### src/tgc_pkg.sv
`timescale 1ns / 1ps
// Shared types and constants of the tilt gesture classifier.
// Depends on nothing; used by the top level and by its checker.
package tgc_pkg;

  // Width of the configuration index and of the threshold registers.
  localparam int unsigned CfgIdxW = 3;
  localparam int unsigned ThrW    = 15;
  localparam int unsigned AccW    = 16;

  typedef logic [2:0]       gesture_t;
  typedef logic [CfgIdxW-1:0] cfg_idx_t;
  typedef logic [ThrW-1:0]  thr_t;
  typedef logic [3:0]       orient_t;

  // Gesture and class codes.
  localparam gesture_t G_RIGHT   = 3'd0;
  localparam gesture_t G_RETURN  = 3'd1;
  localparam gesture_t G_LEFT    = 3'd2;
  localparam gesture_t G_UP      = 3'd3;
  localparam gesture_t G_DOWN    = 3'd4;
  localparam gesture_t G_FORWARD = 3'd5;
  localparam gesture_t G_SHAKE   = 3'd6;
  localparam gesture_t G_UNKNOWN = 3'd7;

  // Configuration register indexes.
  localparam cfg_idx_t CFG_ORIENTATION = 3'd0;
  localparam cfg_idx_t CFG_TURN_THR    = 3'd1;
  localparam cfg_idx_t CFG_SHAKE_THR_Y = 3'd2;
  localparam cfg_idx_t CFG_TILT_THR    = 3'd3;
  localparam cfg_idx_t CFG_SHAKE_THR_X = 3'd4;

  // Orientation bits (bit 2, negate Z, has no effect here).
  localparam int unsigned ORIENT_NEG_X = 0;
  localparam int unsigned ORIENT_NEG_Y = 1;
  localparam int unsigned ORIENT_SWAP  = 3;

  // Reset values of the registers.
  localparam orient_t RST_ORIENTATION = 4'd0;
  localparam thr_t    RST_TURN_THR    = 15'd4000;
  localparam thr_t    RST_SHAKE_THR_Y = 15'd1000;
  localparam thr_t    RST_TILT_THR    = 15'd5000;
  localparam thr_t    RST_SHAKE_THR_X = 15'd1000;

endpackage

### src/tilt_gesture_classifier_top.sv
`timescale 1ns / 1ps
// Tilt gesture classifier: remap, threshold classification, gesture latch.
// Depends on tgc_pkg.
//
// One accelerometer X/Y word enters per cycle and one result word leaves per
// accepted word, in the following cycle. Remapping, the threshold compares and the
// latch and history update all sit in front of the single result register, so
// the only thing that slows the input is a stalled, full result register:
// in_stall is high exactly while a result waits and out_stall is high.
// Configuration writes are always taken (cfg_ready is tied high); writes to an
// index beyond the register list are accepted and ignored.
module tilt_gesture_classifier_top (
  input  logic                    clk,
  input  logic                    rst_n,
  // Input words.
  input  logic                    in_valid,
  output logic                    in_stall,
  input  logic signed [15:0]      in_accel_x,
  input  logic signed [15:0]      in_accel_y,
  input  logic                    in_clear_latch,
  // Result words.
  output logic                    out_valid,
  input  logic                    out_stall,
  output logic                    out_gesture_valid,
  output tgc_pkg::gesture_t       out_gesture_code,
  output tgc_pkg::gesture_t       out_sample_class,
  // Configuration writes.
  input  logic                    cfg_valid,
  output logic                    cfg_ready,
  input  tgc_pkg::cfg_idx_t       cfg_index,
  input  tgc_pkg::thr_t           cfg_data
);

  tgc_pkg::orient_t  orientation_r;
  tgc_pkg::thr_t     turn_thr_r, shake_thr_y_r, tilt_thr_r, shake_thr_x_r;

  logic              latch_valid_r, latch_valid_nxt;
  tgc_pkg::gesture_t latch_code_r, latch_code_nxt;
  tgc_pkg::gesture_t prev_one_r, prev_two_r, prev_two_nxt;

  logic              out_valid_r;
  logic              gest_valid_r;
  tgc_pkg::gesture_t gest_code_r, class_r;

  logic              in_acc;
  logic signed [15:0] neg_x, neg_y, x_m, y_m;
  logic signed [16:0] xs, ys, turn_p, turn_n, shy_p, shy_n, tilt_p, tilt_n, shx_p, shx_n;
  tgc_pkg::gesture_t cls;
  logic              held, triple, hold;

  assign cfg_ready = 1'b1;
  assign in_stall  = out_valid_r & out_stall;
  assign in_acc    = in_valid & ~in_stall;

  // Negation wraps in 16 bits, so the most negative value maps to itself.
  assign neg_x = orientation_r[tgc_pkg::ORIENT_NEG_X] ? -in_accel_x : in_accel_x;
  assign neg_y = orientation_r[tgc_pkg::ORIENT_NEG_Y] ? -in_accel_y : in_accel_y;
  assign x_m   = orientation_r[tgc_pkg::ORIENT_SWAP] ? neg_y : neg_x;
  assign y_m   = orientation_r[tgc_pkg::ORIENT_SWAP] ? neg_x : neg_y;

  assign xs     = {x_m[15], x_m};
  assign ys     = {y_m[15], y_m};
  assign turn_p = {2'b00, turn_thr_r};
  assign turn_n = -turn_p;
  assign shy_p  = {2'b00, shake_thr_y_r};
  assign shy_n  = -shy_p;
  assign tilt_p = {2'b00, tilt_thr_r};
  assign tilt_n = -tilt_p;
  assign shx_p  = {2'b00, shake_thr_x_r};
  assign shx_n  = -shx_p;

  // The Y axis takes priority over X.
  always_comb begin
    if (ys > turn_p) begin
      cls = tgc_pkg::G_LEFT;
    end else if (ys < turn_n) begin
      cls = tgc_pkg::G_RIGHT;
    end else if (ys > shy_p || ys < shy_n) begin
      cls = tgc_pkg::G_SHAKE;
    end else if (xs > tilt_p) begin
      cls = tgc_pkg::G_UP;
    end else if (xs < tilt_n) begin
      cls = tgc_pkg::G_DOWN;
    end else if (xs > shx_p || xs < shx_n) begin
      cls = tgc_pkg::G_SHAKE;
    end else begin
      cls = tgc_pkg::G_UNKNOWN;
    end
  end

  // A clear releases the latch before this word is looked at.
  assign held   = latch_valid_r & ~in_clear_latch;
  assign triple = (cls == prev_one_r) && (prev_one_r == prev_two_r);
  assign hold   = ~held & triple & (cls == tgc_pkg::G_UP || cls == tgc_pkg::G_DOWN);

  always_comb begin
    latch_valid_nxt = held;
    latch_code_nxt  = latch_code_r;
    if (!held) begin
      if (hold) begin
        latch_valid_nxt = 1'b1;
        latch_code_nxt  = (cls == tgc_pkg::G_UP) ? tgc_pkg::G_FORWARD : tgc_pkg::G_RETURN;
      end else if (cls != tgc_pkg::G_UNKNOWN) begin
        latch_valid_nxt = 1'b1;
        latch_code_nxt  = cls;
      end
    end
    prev_two_nxt = hold ? tgc_pkg::G_UNKNOWN : prev_one_r;
  end

  always_ff @(posedge clk) begin
    if (!rst_n) begin
      orientation_r <= tgc_pkg::RST_ORIENTATION;
      turn_thr_r    <= tgc_pkg::RST_TURN_THR;
      shake_thr_y_r <= tgc_pkg::RST_SHAKE_THR_Y;
      tilt_thr_r    <= tgc_pkg::RST_TILT_THR;
      shake_thr_x_r <= tgc_pkg::RST_SHAKE_THR_X;
    end else if (cfg_valid && cfg_ready) begin
      case (cfg_index)
        tgc_pkg::CFG_ORIENTATION: orientation_r <= cfg_data[3:0];
        tgc_pkg::CFG_TURN_THR:    turn_thr_r    <= cfg_data;
        tgc_pkg::CFG_SHAKE_THR_Y: shake_thr_y_r <= cfg_data;
        tgc_pkg::CFG_TILT_THR:    tilt_thr_r    <= cfg_data;
        tgc_pkg::CFG_SHAKE_THR_X: shake_thr_x_r <= cfg_data;
        default: ;
      endcase
    end
  end

  always_ff @(posedge clk) begin
    if (!rst_n) begin
      latch_valid_r <= 1'b0;
      latch_code_r  <= tgc_pkg::G_UNKNOWN;
      prev_one_r    <= tgc_pkg::G_UNKNOWN;
      prev_two_r    <= tgc_pkg::G_UNKNOWN;
      out_valid_r   <= 1'b0;
    end else begin
      if (in_acc) begin
        latch_valid_r <= latch_valid_nxt;
        latch_code_r  <= latch_code_nxt;
        prev_one_r    <= cls;
        prev_two_r    <= prev_two_nxt;
        out_valid_r   <= 1'b1;
      end else if (!out_stall) begin
        out_valid_r   <= 1'b0;
      end
    end
  end

  always_ff @(posedge clk) begin
    if (in_acc) begin
      gest_valid_r <= latch_valid_nxt;
      gest_code_r  <= latch_valid_nxt ? latch_code_nxt : tgc_pkg::G_UNKNOWN;
      class_r      <= cls;
    end
  end

  assign out_valid         = out_valid_r;
  assign out_gesture_valid = gest_valid_r;
  assign out_gesture_code  = gest_code_r;
  assign out_sample_class  = class_r;

endmodule

### config.mk
export PLATFORM = sky130hd
export DESIGN_NAME = tilt_gesture_classifier_top
export DESIGN_NICKNAME = d
export VERILOG_FILES = /design/src/tgc_pkg.sv /design/src/tilt_gesture_classifier_top.sv
export SDC_FILE = /design/constraint.sdc
export NUM_CORES = 1
export LEC_CHECK = 0
export ABC_CLOCK_PERIOD_IN_PS = 12300
export BUFFER_PORTS_ARGS = -buffer_cell sky130_fd_sc_hd__clkbuf_2
export CAP_MARGIN = 20
export CORE_MARGIN = 2
export CORE_UTILIZATION = 65
export CTS_CLUSTER_DIAMETER = 100
export CTS_CLUSTER_SIZE = 16
export DETAILED_ROUTE_END_ITERATION = 10
export PLACE_DENSITY = 0.91
export SLEW_MARGIN = 20
export SYNTH_ARGS = -nofsm -noshare
export SYNTH_HDL_FRONTEND = slang
export SYNTH_SLANG_ARGS = --single-unit
### constraint.sdc
create_clock -name clk -period 12.3 [get_ports clk]
set_clock_uncertainty 0.05 [all_clocks]
set_input_delay 1.23 -clock clk [delete_from_list [all_inputs] [get_ports clk]]
set_output_delay 1.23 -clock clk [all_outputs]
set_load 0.01 [all_outputs]
* Word level (Yosys, flattened, before mapping) *
Index checks and enable logic that the tools add are counted.

storage, ports and cells
  bits in registers = 82
  latch bits = 0
  memory bits (writable) = 0
  ROM bits = 0
  input bits = 56
  output and inout port bits = 10
  word-level logic and storage cells = 75
  memories kept = 0

operators by class
  $add $sub $neg = 6
  multipliers = 0
  div/mod/pow operators = 0
  magnitude comparators = 8
  equal/unequal tests = 10
  shifts and indexed selects = 0
  mux-type cells = 20
  bitwise logic cells = 8
  reduce and logical (&&, ||, !) cells = 10

operator list
  cell                number
  $lt 16x17->1        4
  $neg 15->17         4
  $gt 16x16->1        4
  $mux 16             4
  $neg 16->16         2
  $mux 3              9
  $reduce_and 2->1    5
  $eq 3x2->1 const B  3
  $eq 3x3->1          2
  $eq 3x3->1 const B  2
  $mux 1              6
  $and 1x1->1         5
  $eq 3x1->1 const B  1
  $logic_not 3->1     1
  $logic_or 1x1->1    3
  $ne 3x3->1 const B  1
  $not 1->1           3
  $mux 2              1
  $ne 2x1->1 const B  1
  $logic_and 1x1->1   1

* Logic depth before layout (Yosys ltp) *
  word-level depth = 17
  depth in mapped cells = 18
  mapped depth without buffers = 18

* Worst setup path before layout *
Ideal clock, no wire load.

  path kind = input to register
  from = input port in_accel_y[1]
  to = register gest_valid_r (netlist: out_gesture_valid) (data pin)
  library setup time = 0.262 ns
  arrival = 4.932 ns
  data required time = 11.988 ns
  path slack = 7.056 ns
  stages = 15
  buffers on the path = 1
  cells stage by stage = or4_4 or2_1 buf_6 o31ai_1 xor2_1 mux2i_1 ha_1 a2111oi_0 o21ai_0 o21ai_0 a311o_1 nand2_1 a2111oi_2 nand4_1 or2_2

on the way
  cells in the longest elaborated chain, start to end = 17
  elaborated cells on any way between the ends = 31
  those cells by class = add/sub (1); order compare (8); eq/ne (4); mux (12); bitwise (2); reduce/logical (4)

ends and longest elaborated chain
  element                                       RTL line                            RTL
  start: declaration                            tilt_gesture_classifier_top.sv:19   input logic signed [15:0] in_accel_y,
  $neg 16->16                                   tilt_gesture_classifier_top.sv:57   assign neg_y = orientation_r[tgc_pkg::ORIENT_NEG_Y] ? -in_accel_y : in_accel_y;
  $mux 16 (*)                                   tilt_gesture_classifier_top.sv:57
  $mux 16                                       tilt_gesture_classifier_top.sv:58   assign x_m = orientation_r[tgc_pkg::ORIENT_SWAP] ? neg_y : neg_x;
  $lt 16x17->1 or $gt 16x16->1 (tied branches)  tilt_gesture_classifier_top.sv:84   end else if (xs > shx_p || xs < shx_n) begin
  $logic_or 1x1->1                              tilt_gesture_classifier_top.sv:84
  $mux 1                                        tilt_gesture_classifier_top.sv:84
  $mux 2                                        tilt_gesture_classifier_top.sv:82   end else if (xs < tilt_n) begin
  $mux 3                                        tilt_gesture_classifier_top.sv:80   end else if (xs > tilt_p) begin
  $mux 3                                        tilt_gesture_classifier_top.sv:78   end else if (ys > shy_p || ys < shy_n) begin
  $mux 3                                        tilt_gesture_classifier_top.sv:76   end else if (ys < turn_n) begin
  $mux 3 (*)                                    tilt_gesture_classifier_top.sv:74   if (ys > turn_p) begin
  $eq 3x3->1                                    tilt_gesture_classifier_top.sv:93   assign triple = (cls == prev_one_r) && (prev_one_r == prev_two_r);
  $logic_and 1x1->1                             tilt_gesture_classifier_top.sv:93
  $and 1x1->1 (2 in series)                     tilt_gesture_classifier_top.sv:94   assign hold = ~held & triple & (cls == tgc_pkg::G_UP || cls == tgc_pkg::G_DOWN);
  $mux 1 (*)                                    tilt_gesture_classifier_top.sv:100  if (hold) begin
  $mux 1 (*)                                    tilt_gesture_classifier_top.sv:99   if (!held) begin
  via latch_valid_nxt                           tilt_gesture_classifier_top.sv:37   logic latch_valid_r, latch_valid_nxt;
  end signal: assignment                        tilt_gesture_classifier_top.sv:152  gest_valid_r <= latch_valid_nxt;
  end: declaration                              tilt_gesture_classifier_top.sv:42   logic gest_valid_r;

Mark *: on every way through the listed nets, which the timed path passes. The rest lies on a longest branch.
A chain may end at the register's enable or synchronous reset.

* Worst setup path after layout *
Same ends and word-level chain as after synthesis.

==> metrics.md <==
| Metric | Value |
|---|---|
| Die Wd | 118 um |
| Reg clk slew, reported paths | 60 ps |
| Synthesized net count | 1245 |
| Routed wire length | 22.8 mm |
| Filler cell count in the final layout | 1020 |
| Ys Warns | 0 |
| CTS H-Tree Depth | 3 |
| Simple logic cell fraction of the synthesized area | 21.2% |
| Register bit total from synthesis | 81 |
| Syn_area_per_cell | 7.88 um^2 |
| CP most frequent cell | o21ai_0 |
| Largest area contributor in the netlist | ha_1 |
| Hold path start | shake_thr_x_r[1]$_SDFFE_PN0P_ |
| Post-cts sizing count | 0 |
| Detail Placement HPWL | 17.9 mm |
| Setup Viol. Count Final | 0 |
| Hold_buf cts | 0 |
| Min-Delay Endpoint | shake_thr_x_r[1]$_SDFFE_PN0P_ |
| Avg Vias per Cell | 6.29 |
| Effective utilization at floorplan | 66.4% |
| Mux share of post-synthesis cell area | 4.30% |
| Initial antenna violation count | 0 |
| Layout cells sized above 1 | 9.65% |
| Slowest Stage Delay on Critical Path | 750 ps |
| Final min period | 5780 ps |
| Hold_ws | 429 ps |
| Pwr/cell area | 87.7 mW/mm^2 |
| Post-Synth Adder-Cell Area | 18.8% |
| Largest net degree at the start of global routing | 77 |
| Hold Violations, Final | 0 |
| CP Cell Sequence | clkbuf_2, or4_4, or2_1, o31ai_1, xor2_1, mux2i_1, ha_1, a2111oi_0, o21ai_0, o21ai_0, a311o_1, nand2_1, a2111oi_2, nand4_1, or2_2 |
| Static Leak | 0.00366 uW |
| Port bufs | 64 |
| Die height | 118 um |
| CTS max path bufs | 2 |
| Fmax achieved | 173 MHz |
| Max Slew Vio Count | 0 |
| Drt first pass iters | 5 |
| Outcome | complete, no violations |
| Num rows | 41 |
| Area after DPL | 0.00875 mm^2 |
| Xor-xnor portion of the synthesized cell area | 8.37% |
| Antenna-violating nets left | 0 |
| Ys async rst share | 0% |
| Area contributors post-synth | ha_1, dfxtp_1, nand2_1 |
| Synth Flop Type | dfxtp_1 |
| Global-route wire length before repair | 37.5 mm |
| Reg2Reg Launch Point | turn_thr_r[2]$_SDFFE_PN0P_ |
| Non-filler instance count after layout | 1282 |
| Post-synth top area share | 18.8% |
| Number of DRC markers in iteration 0 | 756 |
| Worst Reg2Reg Path Length in Cells | 16 |
| CP max-delay cell | a2111oi_2 |
| Relative slew slack | 46.2% |
| RSZ-0062 raised after global routing | no |
| Worst-path maximum fanout | 7 |
| Clk Latency, worst-skew pair | 360 ps |
| Synth Area in Compound Gates | 21.0% |
| Critical path data required time | 12360 ps |
| I/O pin count | 66 |
| Max-cap violations | 0 |
| Worst hold path type | reg -> reg |
| Remaining global-route overflow | 0 |
| Crit path DAT | 5840 ps |
| Setup tns final | 0 ps |
| Cts bufs inserted | 9 |
| CTS root buffer | clkbuf_16 |
| Netlist Area Pre-Place | 0.00837 mm^2 |
| DRC viols | 0 |
| Register area share after synthesis | 20.2% |
| Syn Inst Count | 1063 |
| Period utilization | 47.0% |
| Total Routing Usage GR | 33.4% |
| Vias | 8065 |
| Area grow syn2layout | 8.20% |
| R2R Setup Slk | 7370 ps |
| Post-CTS setup buffers | 0 |
| Setup crit end kind | register |
| Max VDD drop | 0.0667 mV |
| Critical path class | in -> reg |
| Hold Crit Depth | 2 |
| WL/cell | 17.8 um |
| Startpoint Class | primary input |
| Final #Nets | 1286 |
| Design area | 0.00906 mm^2 |
| Die ar. | 0.0138 mm^2 |
| Reg2Reg Capture Point | out_gesture_valid$_DFFE_PP_ |
| Worst-margin pin slew | 807 ps |
| Post-synthesis cell type count | 83 |
| Largest family of logic cells by synthesized area | simple AND/OR/NAND/NOR gates |
| Vias in the first global route | 7541 |
| Global placement routability congestion | 0.981 |
| Clock Sinks | 81 |
| Post-synth EDFFs | 7 |
| Core area | 0.0126 mm^2 |
| Origin of the worst setup path | in_accel_y[1] |
| Post-Place Cells | 1265 |
| TritonCTS clock tree | done |
[cell usage after synthesis, drive strengths merged (3+ instances only)]
cell type / count
a2111oi: 9
a211oi: 9
a21boi: 37
a21o: 14
a21oi: 39
a221oi: 3
a22o: 3
a22oi: 4
a31o: 3
and2: 7
and3: 6
buf: 4
clkbuf: 32
dfxtp: 74
edfxtp: 7
ha: 126
inv: 86
mux2i: 36
nand2: 159
nand2b: 6
nand3: 34
nand4: 17
nor2: 49
nor2b: 15
nor3: 29
nor4: 20
o211ai: 35
o21a: 12
o21ai: 40
o31ai: 9
o41ai: 6
or2: 6
or3: 7
or4: 4
xnor2: 50
xor2: 30
[metrics by stage]
| stage | utilization [%] | setup slack, ps | power (uW) |
|---|---|---|---|
| 6_report | 71.8 | 6520 | 794 |
| 5_1_grt | 71.8 | 6150 | 831 |
| 4_1_cts | 71.8 | 6600 | 792 |
| 3_5_place_dp | 69.3 | 6250 | 504 |
| 3_3_place_gp | 69.3 | 6420 | 496 |
| 2_1_floorplan | - | 7060 | 440 |
[logic make-up (layout without fill, tap and decap cells)]
logic type / after synthesis / count (layout)
compound gates: 243 / 243
mux: 36 / 36
other cells: 1 / 2
xor+xnor: 80 / 80
buf+inv: 124 / 170
fa+ha+maj: 126 / 126
simple gates: 372 / 372
flops: 81 / 81
[critical path, delay by kind of cell]
family / cells / cell delay (ps)
adder cells (fa/ha/maj): 1 / 350
XOR/XNOR: 1 / 130
AND/OR/NAND/NOR: 5 / 1590
AO/OA/AOI/OAI: 6 / 2090
multiplexers: 1 / 350
buffers and inverters: 1 / 110
[power by group]
part	total, uW	switching [uW]	internal (uW)
clock network	289	115	174
registers	288	10.1	277
logic	218	132	86.4
[cell usage in the layout (no fill, tap or decap), types with 20 or more instances in the layout]
master	instances
o21ai_0	37
o211ai_1	35
nand3_1	33
xor2_1	30
nor3_1	29
a21boi_0	37
nor2_1	48
clkbuf_2	64
mux2i_1	36
inv_1	86
xnor2_1	50
nand2_1	159
nor4_1	20
dfxtp_1	73
a21oi_1	37
ha_1	126
[state kept, by name, indices dropped and copies added, names as in the netlist, 15 cells and up]
register and cells:
shake_thr_y_r 15, tilt_thr_r 15, shake_thr_x_r 15, turn_thr_r 15
[layer usage]
| layer | GRT usage (%) | wire length [um] | share of wire [%] | vias to the layer above |
|---|---|---|---|---|
| met3 | 4.80 | 2260 | 9.9 | 47 |
| met1 | 46.2 | 9890 | 43 | 3706 |
| met5 | 0 | 0 | 0 | - |
| li1 | - | - | - | 3918 |
| met4 | 13.6 | 682 | 3.0 | 0 |
| met2 | 52.6 | 9990 | 44 | 394 |
[area by class of cell]
cell class,instances,area [um^2],area share [%]
Antenna cell,1,2.50,0.0276
Clock buffer,14,274,3.02
Inverter,87,327,3.60
Multi-Input combinational cell,858,6170,68.1
Tap cell,172,215,2.38
Sequential cell,81,1690,18.7
Clock inverter,2,35.0,0.387
Timing Repair Buffer,67,343,3.78
[worst max path at each step]
stage,end,cells after the start
floorplan,out_gesture_valid$_DFFE_PP_,15
global placement,out_gesture_valid$_DFFE_PP_,15
detailed placement,out_gesture_valid$_DFFE_PP_,15
CTS,out_gesture_valid$_DFFE_PP_,15
global route,out_gesture_valid$_DFFE_PP_,15
finish,out_gesture_valid$_DFFE_PP_,15
No activity file was read; power rests on OpenSTA's default activity.
